===== src/rtl/brm_pkg.sv =====
// Package for the radix-2 Booth multiplier: operand widths, the per-cell
// state struct and the combinational Booth step. No dependencies.
`timescale 1ns / 1ps

package brm_pkg;

  localparam int unsigned Width   = 8;
  localparam int unsigned InW     = 8;
  localparam int unsigned ProdW   = 16;
  localparam int unsigned AccW    = Width + 1;
  localparam int unsigned FullW   = 2 * Width + 1;

  localparam logic [1:0] PairSub = 2'b10;
  localparam logic [1:0] PairAdd = 2'b01;

  typedef struct packed {
    logic [AccW-1:0]  acc;
    logic [Width-1:0] q;
    logic             prev;
    logic [AccW-1:0]  mcand;
  } step_t;

  function automatic step_t load_step(logic signed [InW-1:0] mcand,
                                      logic signed [InW-1:0] mplier);
    step_t s;
    s.acc   = '0;
    s.q     = Width'(mplier);
    s.prev  = 1'b0;
    s.mcand = AccW'(mcand);
    return s;
  endfunction

  function automatic step_t booth_step(step_t s);
    step_t           r;
    logic [AccW-1:0] sum;
    case ({s.q[0], s.prev})
      PairSub: sum = s.acc - s.mcand;
      PairAdd: sum = s.acc + s.mcand;
      default: sum = s.acc;
    endcase
    r.prev  = s.q[0];
    r.q     = {sum[0], s.q[Width-1:1]};
    r.acc   = {sum[AccW-1], sum[AccW-1:1]};
    r.mcand = s.mcand;
    return r;
  endfunction

  function automatic logic [ProdW-1:0] get_product(step_t s);
    logic [FullW-1:0] full;
    full = {s.acc, s.q};
    return ProdW'(full);
  endfunction

endpackage


===== src/rtl/brm_cell.sv =====
// One Booth step cell: registers the state after one add/subtract and shift.
// Depends on brm_pkg.
`timescale 1ns / 1ps

module brm_cell
  import brm_pkg::*;
(
  input  logic  clk_i,
  input  logic  rst_ni,
  input  logic  valid_i,
  input  step_t state_i,
  output logic  stall_o,
  output logic  valid_o,
  output step_t state_o,
  input  logic  stall_i
);

  logic  valid_q;
  step_t state_q;
  step_t state_d;

  assign stall_o = valid_q & stall_i;
  assign state_d = booth_step(state_i);

  always_ff @(posedge clk_i or negedge rst_ni) begin
    if (!rst_ni) begin
      valid_q <= 1'b0;
    end else if (!stall_o) begin
      valid_q <= valid_i;
    end
  end

  always_ff @(posedge clk_i) begin
    if (valid_i && !stall_o) begin
      state_q <= state_d;
    end
  end

  assign valid_o = valid_q;
  assign state_o = state_q;

endmodule


===== src/rtl/booth_radix2_multiplier_core.sv =====
// Radix-2 Booth signed multiplier: a row of Width step cells.
// Depends on brm_pkg and brm_cell.
//
// Usage:
//   Input channel carries a signed 8-bit multiplicand and multiplier; a beat
//   is taken when in_valid_i is high and in_stall_o is low.
//   Output channel carries the signed 16-bit product; a beat is taken when
//   out_valid_o is high and out_stall_i is low.
//   Each cell performs one Booth step and registers the result, so a beat
//   passes through all Width (8) cell registers in order before it leaves.
//   When nothing stalls, one beat enters per cycle; throughput is one product per cycle.
//   The last cell's register is the output register. When the receiver
//   stalls, the stall travels back only through occupied cells, so empty
//   cells keep absorbing new beats until the row is full; then in_stall_o
//   rises. Payloads hold steady while stalled.
//   Reset (rst_ni low, asynchronous) empties every cell; no item state
//   survives it. There is no configuration.
`timescale 1ns / 1ps

module booth_radix2_multiplier_core
  import brm_pkg::*;
(
  input  logic                    clk_i,
  input  logic                    rst_ni,
  input  logic                    in_valid_i,
  output logic                    in_stall_o,
  input  logic signed [InW-1:0]   multiplicand_i,
  input  logic signed [InW-1:0]   multiplier_i,
  output logic                    out_valid_o,
  input  logic                    out_stall_i,
  output logic signed [ProdW-1:0] product_o
);

  logic  valid_w [Width+1];
  logic  stall_w [Width+1];
  step_t state_w [Width+1];

  assign valid_w[0] = in_valid_i;
  assign state_w[0] = load_step(multiplicand_i, multiplier_i);
  assign in_stall_o = stall_w[0];

  for (genvar k = 0; k < Width; k++) begin : g_cell
    brm_cell u_cell (
      .clk_i   (clk_i),
      .rst_ni  (rst_ni),
      .valid_i (valid_w[k]),
      .state_i (state_w[k]),
      .stall_o (stall_w[k]),
      .valid_o (valid_w[k+1]),
      .state_o (state_w[k+1]),
      .stall_i (stall_w[k+1])
    );
  end

  assign stall_w[Width] = out_stall_i;
  assign out_valid_o    = valid_w[Width];
  assign product_o      = get_product(state_w[Width]);

endmodule

===== config.mk =====
export PLATFORM = sky130hd
export DESIGN_NAME = booth_radix2_multiplier_core
export DESIGN_NICKNAME = d
export VERILOG_FILES = /design/src/rtl/brm_pkg.sv /design/src/rtl/brm_cell.sv /design/src/rtl/booth_radix2_multiplier_core.sv
export SDC_FILE = /design/constraint.sdc
export NUM_CORES = 1
export LEC_CHECK = 0
export BUFFER_PORTS_ARGS = -buffer_cell sky130_fd_sc_hd__buf_4
export CAP_MARGIN = 10
export CORE_MARGIN = 2
export CORE_UTILIZATION = 53
export CTS_BUF_LIST = sky130_fd_sc_hd__clkbuf_8
export CTS_CLUSTER_DIAMETER = 200
export DETAILED_ROUTE_END_ITERATION = 10
export HOLD_SLACK_MARGIN = 0.02
export PLACE_DENSITY = 0.7
export SYNTH_ARGS = -nofsm -noshare
export SYNTH_HDL_FRONTEND = slang
export SYNTH_HIERARCHICAL = 1
export SYNTH_SLANG_ARGS = --single-unit

===== constraint.sdc =====
create_clock -name clk_i -period 4.5 [get_ports clk_i]
set_clock_uncertainty 0.15 [all_clocks]
set_input_delay 0.45 -clock clk_i [delete_from_list [all_inputs] [get_ports clk_i]]
set_output_delay 0.45 -clock clk_i [all_outputs]
set_load 0.02 [all_outputs]

==> results.json <==
{
  "grt_use_total": 0.185,
  "core.rowCount": 55,
  "worstSetupEndpointType": "register",
  "drive_gt1_frac": 0.142,
  "cap_violations": 0,
  "switching_power_mw": 3.20,
  "vias": 7746,
  "drc": 0,
  "grt_pass1_wl_mm": 35.9,
  "clk_latency_ns": 0.52,
  "die_w_um": 155,
  "layout_min_cycle_time_ns": 3.24,
  "grt_max_degree": 27,
  "rr_startpoint": "g_cell[5].u_cell/state_o[2]",
  "tns_ns": 0,
  "numCtsBuffers": 37,
  "instances_no_fill": 1429,
  "cp.required_ns": 4.74,
  "viasPerCell": 5.42,
  "holdPathEnd": "g_cell[0].u_cell/state_o[7]",
  "max-vdd-ir-drop_uv": 285,
  "antenna_found_initial": 0,
  "dp.cells": 1346,
  "nets": 1233,
  "drtIter0Drc": 366,
  "status": "finished, final reports clean",
  "switching_share": 0.363,
  "syn_area_per_cell_sq_um": 11.8,
  "hold_violations": 0,
  "wl_mm": 21.5,
  "critPathKind": "reg -> reg",
  "ctsHoldBuffers": 17,
  "ctsResizeCount": 0,
  "p_comb_frac": 0.432,
  "rr_endpoint": "g_cell[6].u_cell/state_o[25]",
  "tightest_slew_ns": 1.14,
  "area_growth_pct": 12.7,
  "clock_power_share": 0.202,
  "routedWlPerCell_um": 15.1,
  "fin_crit_sh": 0.721,
  "syn_inst": 1022,
  "arrival_ns": 3.48,
  "finalPower_mw": 8.81,
  "cts_setup_buffers": 0,
  "cp_max_fo": 5,
  "path_clk_slew_ns": 0.06,
  "core_sq_um": 22500,
  "crit_chain": "nor2_1 > nor4b_1 > a21oi_1 > xor2_1 > ha_1 > and2_4 > or4_4 > or4_1 > a21oi_1 > nand4b_1",
  "setup_viol": 0,
  "overflow": 0,
  "maxSlewHeadroom": 0.236,
  "firstDrtPassIters": 5,
  "leakagePower_nw": 5.46,
  "finalMaxSlewViolations": 0,
  "finalHoldWorstSlack_ns": 0.0584,
  "powerDensity_nw_per_um2": 649,
  "grt_setup_unrepaired": "no",
  "drtAntennaViolNets": 0,
  "cp-start-kind": "register",
  "cts_tree": "done",
  "ctsLongestPathBuffers": 3,
  "cts.sinks": 206,
  "worstHoldPathCells": 1,
  "port_buffers": 37,
  "p_int_mw": 5.62,
  "grt_pass1_vias": 7674,
  "ctsRootBufferMaster": "clkbuf_8",
  "start_util": 0.536,
  "synthesis.area_sq_um": 12100,
  "cpMaxStageDelayCell": "edfxtp_1",
  "max_stage_delay_ns": 0.45,
  "h-tree-depth": 2,
  "setup_slack_ns": 1.26,
  "dp_hpwl_mm": 16.1,
  "ff2ff_path_depth": 10,
  "hp-start": "multiplicand_i[7]",
  "die_area_sq_um": 24000,
  "hp-class": "in -> reg",
  "yosysWarnings": 6,
  "dieHeight_um": 155,
  "r2r_setup_slack_ns": 1.26,
  "fmax_ghz": 0.308,
  "crit_path_frequent_cell": "a21oi_1",
  "antenna_cells": 0,
  "dp_slack_ns": 1.32,
  "place_congestion": 0.874,
  "pin_count": 38,
  "p_seq_frac": 0.366
}
==> cells in the final DEF, fill, tap and decap left out, types with 9 or more instances in the layout <==
master and count:
edfxtp_1 198, ha_1 88, inv_1 81, nand2_1 72, nor2_1 69, xor2_1 62, o21ai_0 55, buf_4 46
a21oi_1 39, clkbuf_8 38, conb_1 25, nor3_1 25, a21o_1 24, xnor2_1 18, o21ai_1 17, dlygate4sd3_1 17
mux2_2 16, a211oi_1 16, o211ai_1 16, nor2b_1 9
==> area by class of cell <==
| type | count | area (sq um) |
|---|---|---|
| clock buffers | 38 | 523 |
| multi-input cells | 735 | 5530 |
| fillers | 1802 | 8920 |
| clock inverters | 28 | 235 |
| inverters | 74 | 278 |
| well taps | 285 | 357 |
| repair buffers | 63 | 515 |
| flip-flops and latches | 206 | 6150 |
==> worst max path at each step <==
| stage | startpoint | endpoint | slack [ns] | cells after the start |
|---|---|---|---|---|
| 4_1_cts | g_cell[3].u_cell/state_o[2] | g_cell[4].u_cell/state_o[25] | 1.30 | 10 |
| 6_report | g_cell[5].u_cell/state_o[2] | g_cell[6].u_cell/state_o[25] | 1.26 | 10 |
| 3_5_place_dp | g_cell[5].u_cell/state_o[2] | g_cell[6].u_cell/state_o[25] | 1.32 | 10 |
| 5_1_grt | g_cell[5].u_cell/state_o[2] | g_cell[6].u_cell/state_o[25] | 0.97 | 10 |
| 3_3_place_gp | g_cell[5].u_cell/state_o[2] | g_cell[6].u_cell/state_o[25] | 1.38 | 10 |
| 2_1_floorplan | g_cell[7].u_cell/valid_o | g_cell[0].u_cell/state_o[0] | 1.02 | 9 |
==> critical path: cells and delay by family (launching register included) <==
| family | cells | cell delay, ns |
|---|---|---|
| compound gates | 2 | 0.30 |
| flops | 1 | 0.45 |
| simple gates | 6 | 1.72 |
| fa+ha+maj | 1 | 0.32 |
| xor+xnor | 1 | 0.17 |
==> power groups by stage <==
| stage | clock (mW) | sequential [mW] | combinational [mW] |
|---|---|---|---|
| after floorplan | 0 | 3.21 | 3.00 |
| after global placement | 0 | 3.25 | 3.71 |
| after detailed placement | 0 | 3.27 | 3.78 |
| after CTS | 1.84 | 3.23 | 3.82 |
| after global routing | 1.91 | 3.29 | 4.28 |
| final | 1.78 | 3.23 | 3.80 |
==> layer usage <==
layer,part of all wire,global-route usage,vias to the layer above
li1,-,-,3948
met1,0.42,0.211,3642
met2,0.53,0.352,123
met3,0.031,0.0291,33
met4,0.016,0.0595,0
met5,0,0,-
==> through the flow <==
step | instance area, sq um | utilization
6_report | 13600 | 0.604
5_1_grt | 13600 | 0.604
4_1_cts | 13600 | 0.604
3_5_place_dp | 12700 | 0.562
3_3_place_gp | 12700 | 0.562
2_1_floorplan | 12100 | -
==> registers in the layout, summed over array words and instances (netlist names) <==
signal,cells
g_cell.u_cell/valid_o,8
g_cell.u_cell/state_o,198
Note: power is estimated with default switching activity, not from simulation.
